$ cat config.mk
export PLATFORM = sky130hd
export DESIGN_NAME = touch_swipe_album_navigator
export DESIGN_NICKNAME = d
export VERILOG_FILES = /design/src/design/tsan_pkg.sv /design/src/design/touch_swipe_album_navigator.sv /design/src/design/tsan_front.sv /design/src/design/tsan_fifo.sv /design/src/design/tsan_back.sv
export SDC_FILE = /design/constraint.sdc
export NUM_CORES = 1
export LEC_CHECK = 0
export ABC_CLOCK_PERIOD_IN_PS = 8900
export BUFFER_PORTS_ARGS = -buffer_cell sky130_fd_sc_hd__buf_2
export CORE_ASPECT_RATIO = 1.5
export CORE_MARGIN = 1
export CORE_UTILIZATION = 40
export CTS_BUF_LIST = sky130_fd_sc_hd__clkbuf_4
export DETAILED_ROUTE_END_ITERATION = 7
export GPL_ROUTABILITY_DRIVEN = 0
export GPL_TIMING_DRIVEN = 0
export MAX_ROUTING_LAYER = met4
export PLACE_DENSITY = 0.66
export SLEW_MARGIN = 20
export SYNTH_ARGS = -nofsm -noshare
export SYNTH_HDL_FRONTEND = slang
export SYNTH_SLANG_ARGS = --single-unit
$ cat constraint.sdc
create_clock -name clk -period 8.9 [get_ports clk]
set_clock_uncertainty 0.1 [all_clocks]
set_input_delay 1.335 -clock clk [delete_from_list [all_inputs] [get_ports clk]]
set_output_delay 1.335 -clock clk [all_outputs]
set_load 0.01 [all_outputs]
$ cat src/design/tsan_pkg.sv
package tsan_pkg;

    localparam int QUEUE_DEPTH = 4;

    localparam int THRESH_W = 25;
    localparam int COUNT_W  = 8;
    localparam int CFG_W    = 25;

    localparam logic [THRESH_W-1:0] THRESH_RESET = 25'd200;
    localparam logic [COUNT_W-1:0]  COUNT_RESET  = 8'd8;

    localparam logic REG_SWIPE_THRESHOLD = 1'b0;
    localparam logic REG_IMAGE_COUNT     = 1'b1;

    localparam logic [4:0]  EV_KEY       = 5'd1;
    localparam logic [4:0]  EV_ABS       = 5'd3;
    localparam logic [9:0]  CODE_X       = 10'd0;
    localparam logic [9:0]  CODE_Y       = 10'd1;
    localparam logic [9:0]  CODE_TOUCH   = 10'd330;
    localparam logic [11:0] BTN_RELEASE  = 12'd0;
    localparam logic [11:0] BTN_PRESS    = 12'd1;

    // x * 800 / 1024 == x * 25 >> 5
    localparam logic [16:0] X_MUL   = 17'd25;
    // (4 * y) / 5 via reciprocal, exact for 14-bit operands
    localparam logic [15:0] Y_RECIP = 16'd52429;

    // exit corner on the start point
    localparam logic signed [12:0] EXIT_X_LO = 13'sd700;
    localparam logic signed [12:0] EXIT_X_HI = 13'sd800;
    localparam logic signed [12:0] EXIT_Y_HI = 13'sd100;

    typedef enum logic [1:0] {
        GEST_NONE  = 2'd0,
        GEST_LEFT  = 2'd1,
        GEST_RIGHT = 2'd2,
        GEST_EXIT  = 2'd3
    } gesture_t;

    typedef struct packed {
        logic [4:0]  event_type;
        logic [9:0]  event_code;
        logic [11:0] event_value;
    } in_word_t;

    typedef struct packed {
        gesture_t    gesture;
        logic [7:0]  image_index;
    } out_word_t;

    typedef struct packed {
        logic signed [12:0] dx;
        logic signed [12:0] dy;
        logic               corner;
    } move_t;

endpackage

$ cat src/design/touch_swipe_album_navigator.sv
// Channel  | Handshake            | Payload
// ---------+----------------------+-------------------------------------------
// in       | in_valid / in_ready  | in_word  (event_type, event_code, event_value)
// out      | out_valid / out_ready| out_word (gesture, image_index)
// cfg      | cfg_we               | cfg_addr, cfg_wdata
//
// One word per cycle sustained while the queue is not full. An accepted release is
// held in turn by the queue entry, the square stage and the classify/output register.
// in_ready drops only when the QUEUE_DEPTH-entry queue between front and back is full.
// Reset is asynchronous, active low; no clearing pass.
module touch_swipe_album_navigator #(
    parameter int QUEUE_DEPTH = tsan_pkg::QUEUE_DEPTH
) (
    input  logic                       clk,
    input  logic                       rst_n,
    input  logic                       in_valid,
    output logic                       in_ready,
    input  tsan_pkg::in_word_t         in_word,
    output logic                       out_valid,
    input  logic                       out_ready,
    output tsan_pkg::out_word_t        out_word,
    input  logic                       cfg_we,
    input  logic                       cfg_addr,
    input  logic [tsan_pkg::CFG_W-1:0] cfg_wdata
);
    import tsan_pkg::*;

    logic [THRESH_W-1:0] swipe_threshold_reg, swipe_threshold_next;
    logic [COUNT_W-1:0]  image_count_reg, image_count_next;

    logic  push;
    move_t push_word;
    logic  full;
    logic  pop;
    logic  q_valid;
    move_t pop_word;

    always_comb
    begin
        swipe_threshold_next = swipe_threshold_reg;
        image_count_next     = image_count_reg;
        if (cfg_we)
        begin
            case (cfg_addr)
                REG_SWIPE_THRESHOLD: swipe_threshold_next = cfg_wdata[THRESH_W-1:0];
                REG_IMAGE_COUNT:     image_count_next     = cfg_wdata[COUNT_W-1:0];
                default:             image_count_next     = image_count_reg;
            endcase
        end
    end

    always_ff @(posedge clk or negedge rst_n)
    begin
        if (!rst_n)
        begin
            swipe_threshold_reg <= THRESH_RESET;
            image_count_reg     <= COUNT_RESET;
        end
        else
        begin
            swipe_threshold_reg <= swipe_threshold_next;
            image_count_reg     <= image_count_next;
        end
    end

    tsan_front u_front (
        .clk       (clk),
        .rst_n     (rst_n),
        .in_valid  (in_valid),
        .in_ready  (in_ready),
        .in_word   (in_word),
        .push      (push),
        .push_word (push_word),
        .full      (full)
    );

    tsan_fifo #(
        .DEPTH (QUEUE_DEPTH)
    ) u_fifo (
        .clk       (clk),
        .rst_n     (rst_n),
        .push      (push),
        .push_word (push_word),
        .full      (full),
        .pop       (pop),
        .not_empty (q_valid),
        .pop_word  (pop_word)
    );

    tsan_back u_back (
        .clk             (clk),
        .rst_n           (rst_n),
        .q_valid         (q_valid),
        .pop             (pop),
        .pop_word        (pop_word),
        .swipe_threshold (swipe_threshold_reg),
        .image_count     (image_count_reg),
        .out_valid       (out_valid),
        .out_ready       (out_ready),
        .out_word        (out_word)
    );

endmodule

$ cat src/design/tsan_front.sv
module tsan_front (
    input  logic              clk,
    input  logic              rst_n,
    input  logic              in_valid,
    output logic              in_ready,
    input  tsan_pkg::in_word_t in_word,
    output logic              push,
    output tsan_pkg::move_t   push_word,
    input  logic              full
);
    import tsan_pkg::*;

    logic [11:0]        last_x_reg, last_x_next;
    logic [11:0]        last_y_reg, last_y_next;
    logic signed [12:0] press_x_reg, press_x_next;
    logic signed [12:0] press_y_reg, press_y_next;

    logic        accept;
    logic [16:0] x_prod;
    logic [29:0] y_prod;
    logic        is_abs;
    logic        is_touch;
    logic        release_ev;

    assign in_ready = !full;
    assign accept   = in_valid && in_ready;

    assign x_prod = {5'd0, in_word.event_value} * X_MUL;
    assign y_prod = {2'd0, in_word.event_value, 2'b00} * {14'd0, Y_RECIP};

    assign is_abs     = (in_word.event_type == EV_ABS);
    assign is_touch   = (in_word.event_type == EV_KEY) && (in_word.event_code == CODE_TOUCH);
    assign release_ev = is_touch && (in_word.event_value == BTN_RELEASE);

    assign push = accept && release_ev;

    always_comb
    begin
        push_word.dx     = $signed({1'b0, last_x_reg}) - press_x_reg;
        push_word.dy     = $signed({1'b0, last_y_reg}) - press_y_reg;
        push_word.corner = (press_x_reg >= EXIT_X_LO) && (press_x_reg < EXIT_X_HI)
                        && (press_y_reg >= 13'sd0) && (press_y_reg < EXIT_Y_HI);
    end

    always_comb
    begin
        last_x_next  = last_x_reg;
        last_y_next  = last_y_reg;
        press_x_next = press_x_reg;
        press_y_next = press_y_reg;
        if (accept)
        begin
            if (is_abs && in_word.event_code == CODE_X)
            begin
                last_x_next = x_prod[16:5];
            end
            else if (is_abs && in_word.event_code == CODE_Y)
            begin
                last_y_next = y_prod[29:18];
            end
            else if (is_touch && in_word.event_value == BTN_PRESS)
            begin
                press_x_next = $signed({1'b0, last_x_reg});
                press_y_next = $signed({1'b0, last_y_reg});
            end
            else if (release_ev)
            begin
                press_x_next = '1;
                press_y_next = '1;
            end
        end
    end

    always_ff @(posedge clk or negedge rst_n)
    begin
        if (!rst_n)
        begin
            last_x_reg  <= '0;
            last_y_reg  <= '0;
            press_x_reg <= '1;
            press_y_reg <= '1;
        end
        else
        begin
            last_x_reg  <= last_x_next;
            last_y_reg  <= last_y_next;
            press_x_reg <= press_x_next;
            press_y_reg <= press_y_next;
        end
    end

endmodule

$ cat src/design/tsan_fifo.sv
module tsan_fifo #(
    parameter int DEPTH = tsan_pkg::QUEUE_DEPTH
) (
    input  logic            clk,
    input  logic            rst_n,
    input  logic            push,
    input  tsan_pkg::move_t push_word,
    output logic            full,
    input  logic            pop,
    output logic            not_empty,
    output tsan_pkg::move_t pop_word
);
    import tsan_pkg::*;

    localparam int PTR_W = (DEPTH > 1) ? $clog2(DEPTH) : 1;
    localparam int CNT_W = $clog2(DEPTH + 1);
    localparam logic [PTR_W-1:0] LAST_PTR = PTR_W'(DEPTH - 1);
    localparam logic [CNT_W-1:0] FULL_CNT = CNT_W'(DEPTH);

    move_t            mem_reg [DEPTH];
    logic [PTR_W-1:0] wr_ptr_reg, wr_ptr_next;
    logic [PTR_W-1:0] rd_ptr_reg, rd_ptr_next;
    logic [CNT_W-1:0] count_reg, count_next;

    assign full      = (count_reg == FULL_CNT);
    assign not_empty = (count_reg != '0);
    assign pop_word  = mem_reg[rd_ptr_reg];

    always_comb
    begin
        wr_ptr_next = wr_ptr_reg;
        rd_ptr_next = rd_ptr_reg;
        count_next  = count_reg;
        if (push)
        begin
            wr_ptr_next = (wr_ptr_reg == LAST_PTR) ? '0 : wr_ptr_reg + 1'b1;
        end
        if (pop)
        begin
            rd_ptr_next = (rd_ptr_reg == LAST_PTR) ? '0 : rd_ptr_reg + 1'b1;
        end
        if (push && !pop)
        begin
            count_next = count_reg + 1'b1;
        end
        else if (pop && !push)
        begin
            count_next = count_reg - 1'b1;
        end
    end

    always_ff @(posedge clk)
    begin
        if (push)
        begin
            mem_reg[wr_ptr_reg] <= push_word;
        end
    end

    always_ff @(posedge clk or negedge rst_n)
    begin
        if (!rst_n)
        begin
            wr_ptr_reg <= '0;
            rd_ptr_reg <= '0;
            count_reg  <= '0;
        end
        else
        begin
            wr_ptr_reg <= wr_ptr_next;
            rd_ptr_reg <= rd_ptr_next;
            count_reg  <= count_next;
        end
    end

endmodule

$ cat src/design/tsan_back.sv
module tsan_back (
    input  logic                          clk,
    input  logic                          rst_n,
    input  logic                          q_valid,
    output logic                          pop,
    input  tsan_pkg::move_t               pop_word,
    input  logic [tsan_pkg::THRESH_W-1:0] swipe_threshold,
    input  logic [tsan_pkg::COUNT_W-1:0]  image_count,
    output logic                          out_valid,
    input  logic                          out_ready,
    output tsan_pkg::out_word_t           out_word
);
    import tsan_pkg::*;

    // stage A: squares and direction tests
    logic        a_valid_reg, a_valid_next;
    logic [23:0] sq_x_reg, sq_y_reg;
    logic        wider_reg, left_reg, corner_reg;

    // stage B: classify and step index into output register
    logic              out_valid_reg, out_valid_next;
    out_word_t         out_word_reg;
    logic [7:0]        index_reg, index_next;

    logic        a_load;
    logic        b_fire;
    logic [25:0] sq_x_full, sq_y_full;
    logic [11:0] abs_x, abs_y;
    logic [24:0] travel;
    logic        swipe;
    gesture_t    gesture;
    logic [7:0]  count;
    logic [8:0]  index_inc;

    assign b_fire = a_valid_reg && (!out_valid_reg || out_ready);
    assign a_load = q_valid && (!a_valid_reg || b_fire);
    assign pop    = a_load;

    assign sq_x_full = 26'(pop_word.dx * pop_word.dx);
    assign sq_y_full = 26'(pop_word.dy * pop_word.dy);
    assign abs_x     = pop_word.dx[12] ? 12'(-pop_word.dx) : pop_word.dx[11:0];
    assign abs_y     = pop_word.dy[12] ? 12'(-pop_word.dy) : pop_word.dy[11:0];

    always_comb
    begin
        a_valid_next = a_valid_reg;
        if (a_load)
        begin
            a_valid_next = 1'b1;
        end
        else if (b_fire)
        begin
            a_valid_next = 1'b0;
        end
    end

    always_ff @(posedge clk)
    begin
        if (a_load)
        begin
            sq_x_reg   <= sq_x_full[23:0];
            sq_y_reg   <= sq_y_full[23:0];
            wider_reg  <= (abs_x > abs_y);
            left_reg   <= pop_word.dx[12];
            corner_reg <= pop_word.corner;
        end
    end

    assign travel    = {1'b0, sq_x_reg} + {1'b0, sq_y_reg};
    assign swipe     = (travel >= swipe_threshold) && wider_reg;
    assign count     = (image_count == '0) ? 8'd1 : image_count;
    assign index_inc = {1'b0, index_reg} + 9'd1;

    always_comb
    begin
        if (swipe)
        begin
            gesture = left_reg ? GEST_LEFT : GEST_RIGHT;
        end
        else if (corner_reg)
        begin
            gesture = GEST_EXIT;
        end
        else
        begin
            gesture = GEST_NONE;
        end
    end

    always_comb
    begin
        index_next     = index_reg;
        out_valid_next = out_valid_reg;
        if (out_valid_reg && out_ready)
        begin
            out_valid_next = 1'b0;
        end
        if (b_fire)
        begin
            out_valid_next = 1'b1;
            case (gesture)
                GEST_LEFT:
                begin
                    index_next = (index_inc >= {1'b0, count}) ? 8'd0 : index_inc[7:0];
                end
                GEST_RIGHT:
                begin
                    index_next = (index_reg == 8'd0) ? count - 8'd1 : index_reg - 8'd1;
                end
                default:
                begin
                    index_next = index_reg;
                end
            endcase
        end
    end

    always_ff @(posedge clk)
    begin
        if (b_fire)
        begin
            out_word_reg.gesture     <= gesture;
            out_word_reg.image_index <= index_next;
        end
    end

    always_ff @(posedge clk or negedge rst_n)
    begin
        if (!rst_n)
        begin
            a_valid_reg   <= 1'b0;
            out_valid_reg <= 1'b0;
            index_reg     <= '0;
        end
        else
        begin
            a_valid_reg   <= a_valid_next;
            out_valid_reg <= out_valid_next;
            index_reg     <= index_next;
        end
    end

    assign out_valid = out_valid_reg;
    assign out_word  = out_word_reg;

endmodule
## Word-level counts from Yosys, hierarchy flattened

Memory sizes are Yosys's and may differ from the RTL's.
Index checks and enable logic that the tools add are counted.

| operators by class | value |
|---|---|
| $add $sub $neg | 12 |
| $mul | 4 |
| $lt $le $gt $ge | 7 |
| equal/unequal tests | 10 |
| multiplexer cells | 23 |
| bitwise gates (word level) | 3 |
| reduce and logical (&&, ||, !) cells | 37 |

Operators by type and width:

| cell | count |
|---|---|
| $mul A13 B13 Y24 | 2 |
| $mux W13 | 3 |
| $mux W8 | 4 |
| $mul A12 B16 Y28 const B | 1 |
| $sub A13 B13 Y13 | 2 |
| $add A24 B24 Y25 | 1 |
| $ge A25 B25 Y1 | 1 |
| $mux W12 | 2 |
| $neg A12 Y12 | 2 |
| $mul A12 B5 Y17 const B | 1 |
| $logic_and A1 B1 Y1 | 16 |
| $logic_not A8 Y1 | 2 |
| $pmux W8 S2 | 1 |
| $sub A8 B1 Y8 const B | 2 |
| $ge A13 B1 Y1 const B | 1 |
| $ge A13 B11 Y1 const B | 1 |
| $lt A13 B11 Y1 const B | 1 |
| $lt A13 B8 Y1 const B | 1 |
| $eq A12 B1 Y1 const B | 1 |
| $gt A12 B12 Y1 | 1 |
| $logic_not A12 Y1 | 1 |
| $eq A10 B1 Y1 const B | 1 |
| $eq A10 B9 Y1 const B | 1 |
| $logic_not A10 Y1 | 1 |
| 21 further kinds | 46 |

| storage, ports and cells | value |
|---|---|
| flip-flop bits (word level) | 161 |
| bits in writable memories | 108 |
| output and inout port bits | 12 |
| logic and storage cells | 116 |
| memories | 1 |

Memory list:

| memory | words | width | rd ports | clocked after Yosys merged registers in | wr ports | RTL line | text |
|---|---|---|---|---|---|---|---|
| u_fifo.mem_reg | 4 | 27 | 1 | 0 | 1 | tsan_fifo.sv:20 | `move_t mem_reg [DEPTH];` |

## Logic depth before layout (Yosys ltp)

| depth | value |
|---|---|
| depth in word-level cells | 8 |
| gate-level depth with buffers | 30 |
| mapped depth without buffers | 25 |

## Modules after synthesis

A second synthesis with hierarchy kept.

| second synthesis, totals | value |
|---|---|
| cell total of the unflattened synthesis | 2662 |
| area total of the unflattened synthesis | 28417.3 um^2 |

By module, submodules not included:

| module | times used | cells an instance | area an instance (um^2) | seq. area each (um^2) |
|---|---|---|---|---|
| tsan_back | 1 | 1676 | 15976.6 | 2021.9 |
| tsan_front | 1 | 737 | 6790.3 | 1257.5 |
| tsan_fifo | 1 | 178 | 4321.6 | 3418.3 |
| touch_swipe_album_navigator | 1 | 71 | 1328.8 | 830.8 |

## Worst setup path after synthesis

No wires, ideal clock.

| path | value |
|---|---|
| path kind | register -> register |
| start point | reg u_fifo.rd_ptr_reg[0] |
| end point | reg u_back.sq_x_reg[23] (data pin) |
| library setup time | 0.260 ns |
| arrival time | 6.876 ns |
| data required time | 8.540 ns |
| slack | 1.664 ns |
| stages on the path, launching flop included | 28 |
| clock period less this slack | 7.236 ns |
| path through | dfrtp_1 -> buf_6 -> buf_6 -> buf_6 -> mux2_2 -> o21ai_2 -> clkinv_1 -> buf_2 -> nand2_1 -> inv_1 -> fa_1 -> inv_1 -> fa_1 -> fa_1 -> inv_1 -> fa_1 -> inv_1 -> fa_1 -> inv_1 -> ha_1 -> ha_1 -> a21o_1 -> a211o_1 -> a31o_2 -> a41o_1 -> a21o_1 -> a21oi_1 -> xnor2_1 |

RTL lines:

| what | RTL line | text |
|---|---|---|
| start: declaration | tsan_fifo.sv:22 | `logic [PTR_W-1:0] rd_ptr_reg, rd_ptr_next;` |
| start signal: assignment | tsan_fifo.sv:71 | `rd_ptr_reg <= rd_ptr_next;` |
| end signal: assignment | tsan_back.sv:61 | `sq_x_reg <= sq_x_full[23:0];` |
| end: declaration | tsan_back.sv:17 | `logic [23:0] sq_x_reg, sq_y_reg;` |

==> qor.yml <==
floorplan:
  die_area_mm2: 0.0711
  chipHeight_um: 326
  core_area_mm2: 0.0692
  dieWidth_um: 218
  initial_utilization: 0.405
  floorplan.io_pins: 70
  cell_row_count: 118
route:
  vias: 19000
  wl_per_cell_um: 16.1
  detailedRoute.firstIterationViolations: 734
  detail_route.first_pass.iterations: 5
  postRouteWirelength_mm: 61.0
  antenna_violating_nets_post_route: 0
  drt_drc_violations_left: 0
  via_per_inst: 5.02
timing:
  relSlewSlack: 0.253
  timing.final.max_slew_violations: 0
  final.period_utilization: 0.924
  fin_crit_ns: 8.22
  rsz0062_at_grt: "false"
  setup-tns-final_ns: 0
  worst_slew_pin_slew_ns: 1.11
  hold_violations: 0
  setup_viol: 0
  timing.fmax_mhz: 122
finish:
  instances_no_fill: 3792
  multi_input_gate_area_mm2: 0.0183
  synthToLayoutAreaGrowth_pct: 9.08
  sequential_cell_area_mm2: 0.00753
  final.fill_count: 6607
  largest_reg_flops: 108
  final_layout_size_suffix_gt1_frac: 0.119
  final_nets: 3557
grt:
  grt_max_degree: 57
  globalRouteOverflowTotal: 0
  grt_pass1_wl_mm: 101
  grt_util_overall: 0.184
  vias_in_the_first_global_route: 20700
  grt_antenna_before_repair: 1
setup_path:
  path_class: "reg2reg"
  worst-endpoint-arrival_ns: 8.62
  critical_path.startpoint_type: "flip-flop"
  peak_fanout_along_the_critical_path: 12
  critPathRequiredTime_ns: 9.30
  setup.worst_path.end_class: "flip-flop"
clock_network:
  clk-insertion-delay-late_ns: 0.75
  cts_sinks: 266
  clock_tree.buffer_depth: 3
  ctsHoldBuffers: 0
  post_cts_resize_count: 0
  tritoncts.num_buffers: 69
  post_cts_setup_inserts: 0
  cts.reportedPaths.clkPinSlew_ns: 0.08
  clock_tree_from_tritoncts: "yes"
  cts_root_buffer: "sky130_fd_sc_hd__clkbuf_4"
  cts_htree_levels: 3
synth:
  post_synthesis_register_bit_count: 266
  ys_dominant_reg_cell: "sky130_fd_sc_hd__edfxtp_1"
  async_reset_ff_frac: 0.372
  sequential_element_share_of_the_synthesized_area: 0.269
  ys_warn_count: 0
  synthesis.area_per_instance_um2: 10.4
  syn-num-nets: 3413
  synthCells: 2689
  count_of_flip_flops_with_a_built_in_enable_after_synthesis: 167
  synth.lib_cells_used.distinct: 86
  synthesis.area_mm2: 0.0280
place:
  hpwlAfterDp_mm: 50.9
  placed_cells: 3662
  io_buf_count: 69
flow_run:
  maxCapViolCount: 0
hold_path:
  classification_of_the_worst_slack_hold_path: "reg2reg"
outcome:
  status: "completed"
==> cell usage in the layout, fill, tap and decap left out, types with 86 or more instances in the layout <==
cell type	instances
sky130_fd_sc_hd__inv_1	516
sky130_fd_sc_hd__ha_1	352
sky130_fd_sc_hd__fa_1	314
sky130_fd_sc_hd__nand2_1	219
sky130_fd_sc_hd__edfxtp_1	167
sky130_fd_sc_hd__nor2_1	137
sky130_fd_sc_hd__xnor2_1	114
sky130_fd_sc_hd__clkbuf_4	104
sky130_fd_sc_hd__buf_2	87
sky130_fd_sc_hd__o21ai_0	86
==> worst max-delay path, cell delays in order (launching register included) <==
cell,delay [ns]
sky130_fd_sc_hd__dfrtp_1,0.41
sky130_fd_sc_hd__buf_2,0.33
sky130_fd_sc_hd__buf_1,0.56
sky130_fd_sc_hd__nand2_1,0.14
sky130_fd_sc_hd__o21ai_2,0.20
sky130_fd_sc_hd__clkinv_1,0.38
sky130_fd_sc_hd__buf_2,0.37
sky130_fd_sc_hd__nand2_1,0.15
sky130_fd_sc_hd__inv_1,0.10
sky130_fd_sc_hd__fa_1,0.55
sky130_fd_sc_hd__inv_1,0.08
sky130_fd_sc_hd__fa_1,0.97
sky130_fd_sc_hd__inv_1,0.14
sky130_fd_sc_hd__fa_1,0.58
sky130_fd_sc_hd__fa_1,0.44
sky130_fd_sc_hd__fa_1,0.43
sky130_fd_sc_hd__ha_1,0.29
sky130_fd_sc_hd__ha_1,0.35
sky130_fd_sc_hd__o21a_1,0.20
sky130_fd_sc_hd__o21ai_0,0.14
sky130_fd_sc_hd__nand2b_1,0.15
sky130_fd_sc_hd__a31o_2,0.26
sky130_fd_sc_hd__a41o_1,0.23
sky130_fd_sc_hd__a21o_1,0.18
sky130_fd_sc_hd__a21oi_1,0.17
sky130_fd_sc_hd__xnor2_1,0.08
==> kinds of logic (layout without fill, tap and decap cells) <==
logic type	count (synthesis)	count (layout)	share of synthesized area
adders and majority gates	666	666	0.381
and+or+nand+nor	576	576	0.0961
buffers and inverters	581	782	0.0804
DFF	266	266	0.269
muxes	67	67	0.0330
xor gates and xnor gates	154	154	0.0481
AOI/OAI and AO/OA	379	379	0.0923
other	0	2	0
==> per-layer routing <==
layer	vias up	wire, um	global-route usage
met2	366	34500	0.358
met4	0	2810	0.0941
met5	-	0	-
met3	159	1560	0.0186
li1	9204	-	-
met1	9304	22100	0.176
==> Yosys cell counts (all sizes together), types with 4 or more instances <==
cell / instances / area [um2]
a211oi: 10 / 80.1
o21ai: 105 / 582
nor3: 37 / 185
a211o: 5 / 43.8
o21a: 24 / 180
or3: 13 / 86.3
a21o: 32 / 240
nand3: 23 / 115
dfstp: 29 / 762
ha: 352 / 4400
dfrtp: 70 / 1750
edfxtp: 167 / 5010
o31ai: 16 / 120
o22a: 24 / 210
and2: 46 / 288
a21oi: 88 / 452
nor4: 12 / 103
o41ai: 5 / 58.8
nand2b: 15 / 93.8
clkinv: 4 / 15.0
mux2i: 17 / 170
mux4: 16 / 360
a21boi: 6 / 45.1
xnor2: 114 / 998
o211ai: 4 / 35.0
clkbuf: 27 / 101
a41oi: 9 / 97.6
nor2b: 24 / 150
a22o: 5 / 43.8
inv: 519 / 1950
mux2: 34 / 394
nand2: 219 / 822
xor2: 40 / 350
or2: 8 / 50.1
nand4: 13 / 81.3
a31oi: 7 / 43.8
and3: 17 / 106
buf: 31 / 189
fa: 314 / 6290
o21bai: 7 / 52.6
a311o: 5 / 50.1
a31o: 4 / 35.0
nor2: 138 / 521
==> final timing paths <==
path,startpoint,endpoint,slack (ns),cells past startpoint
max in group asynchronous,rst_n,u_front.press_y_reg[5],7.52,2
min reg2reg,u_fifo.count_reg[2],u_fifo.count_reg[2],0.40,1
max reg2reg,u_fifo.rd_ptr_reg[1],u_back.sq_x_reg[23],0.68,25
min,u_fifo.count_reg[2],u_fifo.count_reg[2],0.40,1
min in group asynchronous,rst_n,u_back.index_reg[3],0.42,1
max,u_fifo.rd_ptr_reg[1],u_back.sq_x_reg[23],0.68,25
==> metrics by stage <==
stage                     hold WS [ns]   util  instance area (um2)  setup WS, ns
after floorplan                  0.362      -                28000          1.66
after global placement           0.369  0.426                29500         0.611
after detailed placement         0.388  0.428                29600         0.591
after CTS                        0.366  0.441                30600         0.584
after global routing             0.420  0.441                30600        0.0810
final                            0.397  0.441                30600         0.680
==> layout make-up <==
cell class              instances  area share
multi-input cells            1842       0.597
flip-flops and latches        266       0.246
inverters                     523      0.0642
well taps                     900      0.0368
clock buffers                 104      0.0255
repair buffers                 73      0.0149
plain buffers                  58     0.00950
clock inverters                24     0.00532
diodes                          2    0.000164
Power is left out: the tool's default activity adds up to more than one toggle a clock period on the data nets, which glitch-free logic cannot reach.
